## config.mk

```make
export PLATFORM = sky130hd
export DESIGN_NAME = skyline_dominance_table
export DESIGN_NICKNAME = d
export VERILOG_FILES = /design/src/rtl/sdt_pkg.sv /design/src/rtl/sdt_cell.sv /design/src/rtl/skyline_dominance_table.sv
export VERILOG_INCLUDE_DIRS = /design/src /design/src/rtl
export SDC_FILE = /design/constraint.sdc
export NUM_CORES = 2
export LEC_CHECK = 0
export ABC_AREA = 1
export BUFFER_PORTS_ARGS = -buffer_cell sky130_fd_sc_hd__buf_2
export CAP_MARGIN = 30
export CORE_MARGIN = 2
export CORE_UTILIZATION = 68
export CTS_BUF_LIST = sky130_fd_sc_hd__clkbuf_2
export CTS_CLUSTER_SIZE = 10
export DETAILED_ROUTE_END_ITERATION = 8
export GPL_TIMING_DRIVEN = 0
export PLACE_DENSITY_LB_ADDON = 0.08
export SLEW_MARGIN = 0
export SYNTH_ARGS = -nofsm -noshare
export SYNTH_HDL_FRONTEND = slang
export SYNTH_HIERARCHICAL = 1
export SYNTH_SLANG_ARGS = --single-unit
```

## constraint.sdc

```tcl
create_clock -name clk -period 237.3 [get_ports clk]
set_clock_uncertainty 0.15 [all_clocks]
set_input_delay 59.325 -clock clk [delete_from_list [all_inputs] [get_ports clk]]
set_output_delay 59.325 -clock clk [all_outputs]
set_load 0.01 [all_outputs]
```

## src/rtl/skyline_dominance_table_defines.svh

```systemverilog
// assertion macros for the skyline dominance table
`ifndef SKYLINE_DOMINANCE_TABLE_DEFINES_SVH
`define SKYLINE_DOMINANCE_TABLE_DEFINES_SVH
// implication checked on every edge outside reset
`define SDT_ASSERT_IMP(label, clk, rst_n, ante, cons, msg) \
    label: assert property (@(posedge clk) disable iff (!rst_n) (ante) |-> (cons)) \
        else $error(msg);
// next-cycle implication
`define SDT_ASSERT_NEXT(label, clk, rst_n, ante, cons, msg) \
    label: assert property (@(posedge clk) disable iff (!rst_n) (ante) |=> (cons)) \
        else $error(msg);
`endif

```

## src/rtl/sdt_pkg.sv

```systemverilog
// shared types and constants for the skyline dominance table
`timescale 1ns / 1ps
package sdt_pkg;
    localparam int TABLE_SLOTS  = 16;
    localparam int MAX_KEYWORDS = 8;
    localparam int DIST_BITS    = 16;
    localparam int NODE_BITS    = 31;
    localparam int SLOT_BITS    = $clog2(TABLE_SLOTS);
    localparam int CNT_BITS     = $clog2(TABLE_SLOTS + 1);
    localparam int KC_BITS      = 4;

    localparam logic [1:0] FUNC_OFFER = 2'd0;
    localparam logic [1:0] FUNC_READ  = 2'd1;
    localparam logic [1:0] FUNC_CLEAR = 2'd2;

    localparam logic [2:0] ST_REJECTED = 3'd0;
    localparam logic [2:0] ST_ACCEPTED = 3'd1;
    localparam logic [2:0] ST_DROPPED  = 3'd2;
    localparam logic [2:0] ST_ENTRY    = 3'd3;
    localparam logic [2:0] ST_EMPTY    = 3'd4;
    localparam logic [2:0] ST_CLEARED  = 3'd5;

    typedef logic [DIST_BITS-1:0] dist_t;
    typedef dist_t [MAX_KEYWORDS-1:0] vec_t;

    // record moving along the chain
    typedef struct packed {
        logic                 valid;
        logic [NODE_BITS-1:0] node;
        vec_t                 dvec;
    } entry_t;

    // per-step command from the controller to every cell
    typedef struct packed {
        logic shift;   // rotate the chain by one cell
        logic clear;   // invalidate every cell
        logic insert;  // replace the record entering the head cell
    } cell_ctl_t;
endpackage

```

## src/rtl/sdt_cell.sv

```systemverilog
// one slot of the table, rotating its record to the next cell
`timescale 1ns / 1ps
module sdt_cell
    import sdt_pkg::*;
(
    input  logic      clk,
    input  logic      rst_n,
    input  cell_ctl_t ctl,
    input  entry_t    prev,
    output entry_t    cur
);
    logic   valid_reg;
    entry_t data_reg;

    always_ff @(posedge clk or negedge rst_n)
    begin
        if (!rst_n)
        begin
            valid_reg <= 1'b0;
        end
        else if (ctl.clear)
        begin
            valid_reg <= 1'b0;
        end
        else if (ctl.shift)
        begin
            valid_reg <= prev.valid;
        end
    end

    always_ff @(posedge clk)
    begin
        if (ctl.shift)
        begin
            data_reg <= prev;
        end
    end

    always_comb
    begin
        cur       = data_reg;
        cur.valid = valid_reg;
    end
endmodule

```

## src/rtl/skyline_dominance_table.sv

```systemverilog
// top level: controller and rotating chain of slot cells
//
//  channel | direction | handshake        | payload
//  in      | input     | in_valid/in_stall | func, node_id, dist_0..dist_7
//  out     | output    | out_valid/out_stall | status, entry_node, out_0..7, entry_count, last
//  cfg     | input     | cfg_we            | cfg_data (keyword_count)
//
// the table is a ring of TABLE_SLOTS cells; cell 0 is the head, and each pass
// rotates it once. an offer takes two passes (removals and duplicate check,
// then placement) and then a result that waits for a free output register.
// a read takes one pass, its results leaving one per rotation step while the
// output register is free; out_stall holds the rotation. a clear or a read of
// an empty table answers the cycle after acceptance.
// reset empties the table and sets keyword_count to 8.
`timescale 1ns / 1ps
module skyline_dominance_table
    import sdt_pkg::*;
(
    input  logic                 clk,
    input  logic                 rst_n,
    input  logic                 cfg_we,
    input  logic [3:0]           cfg_data,
    input  logic                 in_valid,
    output logic                 in_stall,
    input  logic [1:0]           func,
    input  logic [30:0]          node_id,
    input  logic [15:0]          dist_0,
    input  logic [15:0]          dist_1,
    input  logic [15:0]          dist_2,
    input  logic [15:0]          dist_3,
    input  logic [15:0]          dist_4,
    input  logic [15:0]          dist_5,
    input  logic [15:0]          dist_6,
    input  logic [15:0]          dist_7,
    output logic                 out_valid,
    input  logic                 out_stall,
    output logic [2:0]           status,
    output logic [30:0]          entry_node,
    output logic [15:0]          out_0,
    output logic [15:0]          out_1,
    output logic [15:0]          out_2,
    output logic [15:0]          out_3,
    output logic [15:0]          out_4,
    output logic [15:0]          out_5,
    output logic [15:0]          out_6,
    output logic [15:0]          out_7,
    output logic [4:0]           entry_count,
    output logic                 last
);
`include "skyline_dominance_table_defines.svh"

    typedef enum logic [2:0] {S_IDLE, S_SCAN, S_PLACE, S_READ, S_RESP} state_t;

    state_t               state_reg;
    logic [KC_BITS-1:0]   kc_reg;
    logic [SLOT_BITS:0]   step_reg;
    logic                 stop_reg;      // equal record seen: no more removals
    logic                 reject_reg;
    logic                 dup_reg;
    logic                 placed_reg;
    logic [CNT_BITS-1:0]  cnt_reg;
    logic [CNT_BITS-1:0]  emitted_reg;
    logic [NODE_BITS-1:0] cand_node_reg;
    vec_t                 cand_reg;
    logic                 out_valid_reg;
    logic [2:0]           status_reg;
    entry_t               out_entry_reg;
    logic [CNT_BITS-1:0]  out_cnt_reg;
    logic                 last_reg;

    cell_ctl_t ctl;
    entry_t    chain [TABLE_SLOTS];
    entry_t    head_in;
    entry_t    tail;

    assign tail = chain[TABLE_SLOTS-1];

    genvar g;
    generate
        for (g = 0; g < TABLE_SLOTS; g++)
        begin : g_cell
            if (g == 0)
            begin : g_head
                sdt_cell u_cell (.clk(clk), .rst_n(rst_n), .ctl(ctl),
                                 .prev(head_in), .cur(chain[g]));
            end
            else
            begin : g_body
                sdt_cell u_cell (.clk(clk), .rst_n(rst_n), .ctl(ctl),
                                 .prev(chain[g-1]), .cur(chain[g]));
            end
        end
    endgenerate

    // compare candidate against the record leaving the tail
    logic smaller, larger, equal;
    always_comb
    begin
        smaller = 1'b1;
        larger  = 1'b1;
        equal   = 1'b1;
        for (int j = 0; j < MAX_KEYWORDS; j++)
        begin
            if (KC_BITS'(j) < kc_reg)
            begin
                if (cand_reg[j] > tail.dvec[j]) smaller = 1'b0;
                if (cand_reg[j] < tail.dvec[j]) larger  = 1'b0;
                if (cand_reg[j] != tail.dvec[j]) equal  = 1'b0;
            end
        end
    end

    logic [CNT_BITS-1:0] live_cnt;
    always_comb
    begin
        live_cnt = '0;
        for (int s = 0; s < TABLE_SLOTS; s++)
        begin
            live_cnt = live_cnt + CNT_BITS'(chain[s].valid);
        end
    end

    logic out_free, accept_in;
    logic scan_kill, read_emit, load_out;
    assign out_free  = !out_valid_reg || !out_stall;
    assign in_stall  = (state_reg != S_IDLE) || !out_free;
    assign accept_in = in_valid && !in_stall;
    assign scan_kill = (state_reg == S_SCAN) && tail.valid && !stop_reg && !reject_reg
                       && !equal && smaller;
    assign read_emit = (state_reg == S_READ) && tail.valid && out_free;
    assign load_out  = ((state_reg == S_IDLE) && accept_in
                        && ((func == FUNC_CLEAR) || ((func == FUNC_READ) && (live_cnt == '0))))
                       || ((state_reg == S_RESP) && out_free) || read_emit;

    // the rotation feeds the tail record back into the head
    always_comb
    begin
        ctl       = '0;
        head_in   = tail;
        ctl.clear = accept_in && (func == FUNC_CLEAR);
        unique case (state_reg)
            S_SCAN:  ctl.shift = 1'b1;
            S_PLACE: ctl.shift = 1'b1;
            S_READ:  ctl.shift = out_free;
            default: ctl.shift = 1'b0;
        endcase
        if (scan_kill)
        begin
            head_in.valid = 1'b0;
        end
        if ((state_reg == S_PLACE) && !tail.valid && !placed_reg && !dup_reg && !reject_reg)
        begin
            ctl.insert    = 1'b1;
            head_in.valid = 1'b1;
            head_in.node  = cand_node_reg;
            head_in.dvec  = cand_reg;
        end
    end

    always_ff @(posedge clk or negedge rst_n)
    begin
        if (!rst_n)
        begin
            state_reg     <= S_IDLE;
            kc_reg        <= KC_BITS'(MAX_KEYWORDS);
            out_valid_reg <= 1'b0;
            step_reg      <= '0;
            stop_reg      <= 1'b0;
            reject_reg    <= 1'b0;
            dup_reg       <= 1'b0;
            placed_reg    <= 1'b0;
            emitted_reg   <= '0;
            cnt_reg       <= '0;
        end
        else
        begin
            if (cfg_we)
            begin
                kc_reg <= (cfg_data > KC_BITS'(MAX_KEYWORDS)) ? KC_BITS'(MAX_KEYWORDS)
                                                              : cfg_data;
            end
            if (load_out)
            begin
                out_valid_reg <= 1'b1;
            end
            else if (!out_stall)
            begin
                out_valid_reg <= 1'b0;
            end
            unique case (state_reg)
                S_IDLE:
                begin
                    if (accept_in)
                    begin
                        step_reg    <= '0;
                        stop_reg    <= 1'b0;
                        reject_reg  <= 1'b0;
                        dup_reg     <= 1'b0;
                        placed_reg  <= 1'b0;
                        emitted_reg <= '0;
                        cnt_reg     <= live_cnt;
                        cand_node_reg <= node_id;
                        cand_reg <= {dist_7, dist_6, dist_5, dist_4,
                                     dist_3, dist_2, dist_1, dist_0};
                        case (func)
                            FUNC_OFFER: state_reg <= S_SCAN;
                            FUNC_READ:
                            begin
                                if (live_cnt == '0)
                                begin
                                    status_reg    <= ST_EMPTY;
                                    out_entry_reg <= '0;
                                    out_cnt_reg   <= '0;
                                    last_reg      <= 1'b1;
                                end
                                else
                                begin
                                    state_reg <= S_READ;
                                end
                            end
                            FUNC_CLEAR:
                            begin
                                status_reg    <= ST_CLEARED;
                                out_entry_reg <= '0;
                                out_cnt_reg   <= '0;
                                last_reg      <= 1'b1;
                            end
                            default: ;
                        endcase
                    end
                end
                S_SCAN:
                begin
                    if (tail.valid && !stop_reg && !reject_reg)
                    begin
                        if (equal)
                            stop_reg <= 1'b1;
                        else if (!smaller && larger)
                            reject_reg <= 1'b1;
                    end
                    // a surviving record with the same node id blocks the insert
                    if (tail.valid && !scan_kill && tail.node == cand_node_reg)
                        dup_reg <= 1'b1;
                    if (step_reg == (SLOT_BITS+1)'(TABLE_SLOTS - 1))
                    begin
                        step_reg  <= '0;
                        state_reg <= S_PLACE;
                    end
                    else
                    begin
                        step_reg <= step_reg + 1'b1;
                    end
                end
                S_PLACE:
                begin
                    // first free slot in one rotation
                    if (ctl.insert)
                        placed_reg <= 1'b1;
                    if (step_reg == (SLOT_BITS+1)'(TABLE_SLOTS - 1))
                    begin
                        step_reg  <= '0;
                        state_reg <= S_RESP;
                    end
                    else
                    begin
                        step_reg <= step_reg + 1'b1;
                    end
                end
                S_RESP:
                begin
                    if (out_free)
                    begin
                        out_entry_reg <= '0;
                        out_cnt_reg   <= live_cnt;
                        last_reg      <= 1'b1;
                        if (reject_reg)
                            status_reg <= ST_REJECTED;
                        else if (dup_reg || placed_reg)
                            status_reg <= ST_ACCEPTED;
                        else
                            status_reg <= ST_DROPPED;
                        state_reg <= S_IDLE;
                    end
                end
                S_READ:
                begin
                    if (out_free)
                    begin
                        if (tail.valid)
                        begin
                            status_reg    <= ST_ENTRY;
                            out_entry_reg <= tail;
                            out_cnt_reg   <= cnt_reg;
                            last_reg      <= (emitted_reg + 1'b1) == cnt_reg;
                            emitted_reg   <= emitted_reg + 1'b1;
                        end
                        if (step_reg == (SLOT_BITS+1)'(TABLE_SLOTS - 1))
                        begin
                            step_reg  <= '0;
                            state_reg <= S_IDLE;
                        end
                        else
                        begin
                            step_reg <= step_reg + 1'b1;
                        end
                    end
                end
                default: state_reg <= S_IDLE;
            endcase
        end
    end

    assign out_valid   = out_valid_reg;
    assign status      = status_reg;
    assign entry_node  = out_entry_reg.node;
    assign out_0       = out_entry_reg.dvec[0];
    assign out_1       = out_entry_reg.dvec[1];
    assign out_2       = out_entry_reg.dvec[2];
    assign out_3       = out_entry_reg.dvec[3];
    assign out_4       = out_entry_reg.dvec[4];
    assign out_5       = out_entry_reg.dvec[5];
    assign out_6       = out_entry_reg.dvec[6];
    assign out_7       = out_entry_reg.dvec[7];
    assign entry_count = out_cnt_reg;
    assign last        = last_reg;

    `SDT_ASSERT_IMP(a_no_insert_on_reject, clk, rst_n, ctl.insert, !reject_reg && !dup_reg,
                    "insert after reject or duplicate")
    `SDT_ASSERT_IMP(a_kc_range, clk, rst_n, 1'b1, kc_reg <= KC_BITS'(MAX_KEYWORDS),
                    "keyword count out of range")
    `SDT_ASSERT_NEXT(a_read_emit, clk, rst_n, read_emit, out_valid_reg && status_reg == ST_ENTRY,
                     "read entry not presented")
endmodule
```

# [Yosys cells after proc, flatten, opt, wreduce, memory -nomap -nowiden]
# Index checks and enable logic that the tools add are counted.
[word_totals] reg_bits=2914 in_bits=170 out_inout_bits=170 word_cells=474
[classes] addsub=17 magnitude_cmp=25 eq_ne=35 mux=145 n_reduce_logical=61
[op_table] op="two-way mux 159 bit" count=5
[op_table] op="case mux 159 bit (3 select lines)" count=1
[op_table] op="case mux 159 bit (2 select lines)" count=1
[op_table] op="two-way mux 160 bit" count=1
[op_table] op="> comparator 16 bit" count=8
[op_table] op="< comparator 16 bit" count=8
[op_table] op="inequality test 16 bit" count=8
[op_table] op="two-way mux 1 bit" count=97
[op_table] op="adder 5 x 1 -> 5 bit" count=11
[op_table] op="two-way mux 5 bit" count=10
[op_table] op="two-way mux 3 bit" count=12
[op_table] op="equality test 31 bit" count=1
[op_table] op="case mux 5 bit (3 select lines)" count=2
[op_table] op="logical AND 1 bit" count=22
[op_table] op="case mux 5 bit (2 select lines)" count=2
[op_table] op="< comparator 3 x 4 -> 1 bit, first input constant" count=4
[op_table] op="inequality test 2 x 1 -> 1 bit, second input constant" count=8
[op_table] op="AND reduction 8 bit" count=2
[op_table] op="case mux 3 bit (5 select lines)" count=1
[op_table] op="zero test 1 bit" count=12
[op_table] op="inequality test 2 bit, second input constant" count=6
[op_table] op="case mux 1 bit (2 select lines)" count=6
[op_table] op="case mux 3 bit (2 select lines)" count=2
[op_table] op="AND reduction 3 bit" count=4
[op_table] op="other kinds (32)" count=49

# [Depth between registers and ports, before layout]
[depth] depth_word=25 ltp_mapped=19 mapped_depth_nobuf=19

# [Hierarchy]
# Netlist, hierarchy kept.
[modules_own_cells] mod="sdt_cell" instances=16 cells_per_inst=166 area_per_inst_um2=4827.1 seq_area_each_um2=4799.6
[modules_own_cells] mod="skyline_dominance_table" instances=1 cells_per_inst=1812 area_per_inst_um2=18111.1 seq_area_each_um2=10496.3

# [Worst setup path after synthesis]
# OpenSTA, ideal clock, no wires.
[synth_timing] kind="input to register" startpoint="in out_stall" endpoint="reg g_cell[0].g_head.u_cell.data_reg (netlist bit g_cell[0].g_head.u_cell/cur[0]), enable pin" setup_time_ns=7.059 arrival_time_ns=186.096 required_ns=230.091 slack_ns=43.994 stages=3 path_buffers=0 cell_sequence="nand2_1 -> inv_1 -> a31oi_1"
[synth_rtl] element="start, declared" line="skyline_dominance_table.sv:36" rtl="input logic out_stall,"
[synth_rtl] element="end signal, assigned" line="sdt_cell.sv:35" rtl="data_reg <= prev;"
[synth_rtl] element="end, declared" line="sdt_cell.sv:13" rtl="entry_t data_reg;"

# [Worst setup path in the final report]
[layout_timing] startpoint="in out_stall" endpoint="out in_stall"
[layout_via] elab_chain_len=4
[layout_lines] element="zero test 1 bit"
[layout_lines] element="logical OR 1 bit" line="skyline_dominance_table.sv:125" rtl="assign out_free = !out_valid_reg || !out_stall;"
[layout_lines] element="zero test 1 bit" line="skyline_dominance_table.sv:126" rtl="assign in_stall = (state_reg != S_IDLE) || !out_free;"
[layout_lines] element="logical OR 1 bit" line="skyline_dominance_table.sv:126"
[layout_lines] element="end, declared" line="skyline_dominance_table.sv:24" rtl="output logic in_stall,"
# Every way passes these cells.

==> qor.csv <==
metric,value,unit
antenna violations before repair,20,
Max-Slew Margin vs Limit,0.181,
syn nets,4783,
Initial DRC Count,3830,
data arrival time of the critical path,59.96,ns
cell row count,137,
Die ar.,143000,sq um
mapped cell area,95300,sq um
area delta synth->final,13.4,%
DRT Wirelength,154000,microns
Worst path max stage delay,0.25,ns
IO Pins,340,
Die H,378,microns
Final period util,0.503,
wire per inst,19.2,microns
Avg Inst Size Synth,21.3,sq um
placer congestion estimate,0.825,
total global-route track usage,0.218,
max FFs per register,2385,
CTS Buf Count,677,
Max Freq,8.37,MHz
status,"complete, no violations",
effective utilization at floorplan,0.684,
top cell type's share of synthesized area,0.904,
Hold Buf Count CTS,0,
layout cells sized above 1,0.258,
detailed-route via count,41800,
required time of the critical path,177.83,ns
Nets,5928,
Worst path slowest cell,nand2_1,
total gr overflow,0,
Pins Over Slew Limit,0,
"Clk pin slew, worst setup/hold paths",0.09,ns
Fin. Hold Viols,0,
CP Capture Type,output pin,
Synth Flop Type,edfxtp_1,
most area-hungry cell type in the Yosys netlist,edfxtp_1,
cell count of the worst reg-to-reg path,21,
router iterations before antenna repair,6,
worst-path cell chain,buf_2 -> nand2_1 -> nand2_4 -> buf_2,
hold_ws,0.145,ns
Finished Cell Area,108000,sq um
"CP delay by family, top",simple AND/OR/NAND/NOR gates,
"top cells by area, synth","edfxtp_1 90%, ha_1 1.8%, nand2_1 1.6%",
Worst path most repeated cell,buf_2,
global-route wire length before repair,229000,microns
clock buffer depth,4,
Avg Vias per Cell,5.24,
unique cell type count in the Yosys netlist,41,
Final min period,119.43,ns
Clock Tree Root,clkbuf_2,
worst skew pair latency,1.70,ns
maximum vdd ir drop,0.00816,mV
Hold Crit Class,reg -> reg,
Setup Buffers After CTS,0,
Yosys Warn Count,6,
reg-to-reg critical path startpoint,g_cell[14].g_body.u_cell/valid_reg,
worst slew pin tran,1.22,ns
max capacitance violation total,0,
Seq cells post-synth,2914,
Post-DP HPWL,98300,microns
Setup crit start,out_stall,
WHS Path Cells,0,
RSZ-0062 raised after global routing,no,
crit path max fanout,5,
H-tree Lvls,6,
Syn Inst Count,4468,
vias in the first global route,41900,
Critical path buffers and inverters,2,
PD cells,15.3,nW/um^2
setup violators final,0,
Final TNS setup,0,ns
number of flops mapped to enable cells by yosys,2871,
asr flop ratio synth,0.0148,
"commonest non-fill, non-tap cell in the layout",edfxtp_1,
WP depth,4,
min-delay src,g_cell[4].g_body.u_cell/cur[141],
core box area,139000,sq um
placed cell area,102000,sq um
Static Leak,40.2,nW
IO Port Bufs,339,
CTS tree,yes,
DRC viols,0,
Fillers,7701,
Post-CTS Resized,0,
sequential area share after synthesis,0.916,
most frequent cells in the layout,"2871 x edfxtp_1, 987 x clkbuf_2, 399 x nand2_1",
# placed instances,6810,
clock sinks,2914,
kind of critical path,in -> out,
Die W,378,microns
Antenna Nets Post-Route,0,
Worst Setup Start Kind,input pin,
fin cells,7985,
largest net degree at the start of global routing,33,
[through the flow]
step | setup WS, ns | util | power [mW]
after floorplan | 43.99 | - | 2.79
after CTS | 117.89 | 0.775 | 1.67
after detailed placement | 117.89 | 0.733 | 1.36
after global placement | 4.57 | 0.713 | 3.40
after global routing | 117.85 | 0.775 | 1.74
final | 117.87 | 0.776 | 1.65
[cell type report]
cell class	instances	area (sq um)	area share
sequential	2914	87300	0.808
tap	1876	2350	0.0217
clock inverter	174	982	0.00909
multi-input combinational	1200	6660	0.0616
buffer	70	357	0.00330
inverter	284	1070	0.00989
clock buffer	986	4930	0.0457
timing repair buffer	466	4400	0.0407
antenna	15	37.5	0.000347
[synthesized netlist by cell type (2+ instances only)]
cell type / count
edfxtp_1: 2871
nand2_1: 399
inv_1: 278
nor2_1: 244
o21ai_0: 195
ha_1: 135
a21oi_1: 67
dfrtp_1: 42
nand3_1: 41
clkbuf_1: 31
buf_2: 20
xor2_1: 19
buf_4: 16
xnor2_1: 13
fa_1: 10
nor3_1: 10
o21ai_1: 10
o22ai_1: 10
o21a_1: 8
nor2_2: 6
or2_2: 6
nand4_1: 5
inv_2: 4
o21bai_1: 4
nor2_4: 3
a21o_1: 2
a21oi_2: 2
a22oi_1: 2
buf_1: 2
nand2_4: 2
[per-layer routing]
metal | wire length, microns | track usage
met1 | 70100 | 0.333
met2 | 66200 | 0.291
met3 | 11900 | 0.0650
met5 | 14 | 0
met4 | 5400 | 0.107
[worst paths after layout]
check                                              endpoint  slack, ns
setup / recovery                                   in_stall     117.87
hold / removal             g_cell[5].g_body.u_cell/cur[141]       0.14
setup reg to reg                              entry_node[1]     231.37
hold reg to reg            g_cell[5].g_body.u_cell/cur[141]       0.14
max in group asynchronous                         kc_reg[3]     178.82
min in group asynchronous                        cnt_reg[2]      57.52
[report_power, final]
| part | internal [mW] | total, mW | leakage, nW | switching (mW) |
|---|---|---|---|---|
| clock | 0.122 | 0.302 | 4.59 | 0.180 |
| combinational | 0.0974 | 0.320 | 7.16 | 0.222 |
| sequential | 0.956 | 1.03 | 28.5 | 0.0719 |
| total | 1.18 | 1.65 | 40.2 | 0.474 |
[cell families (layout without fill, tap and decap cells)]
kind of cell,after synthesis,in the layout,synth area share
AND/OR/NAND/NOR,717,717,0.0298
other,0,15,0
XOR/XNOR,32,32,0.00294
flip-flops,2914,2914,0.916
buffers and inverters,354,1980,0.0149
AO/OA/AOI/OAI,306,306,0.0170
adder cells (fa/ha/maj),145,145,0.0198
Note: power is estimated with default switching activity, not from simulation.
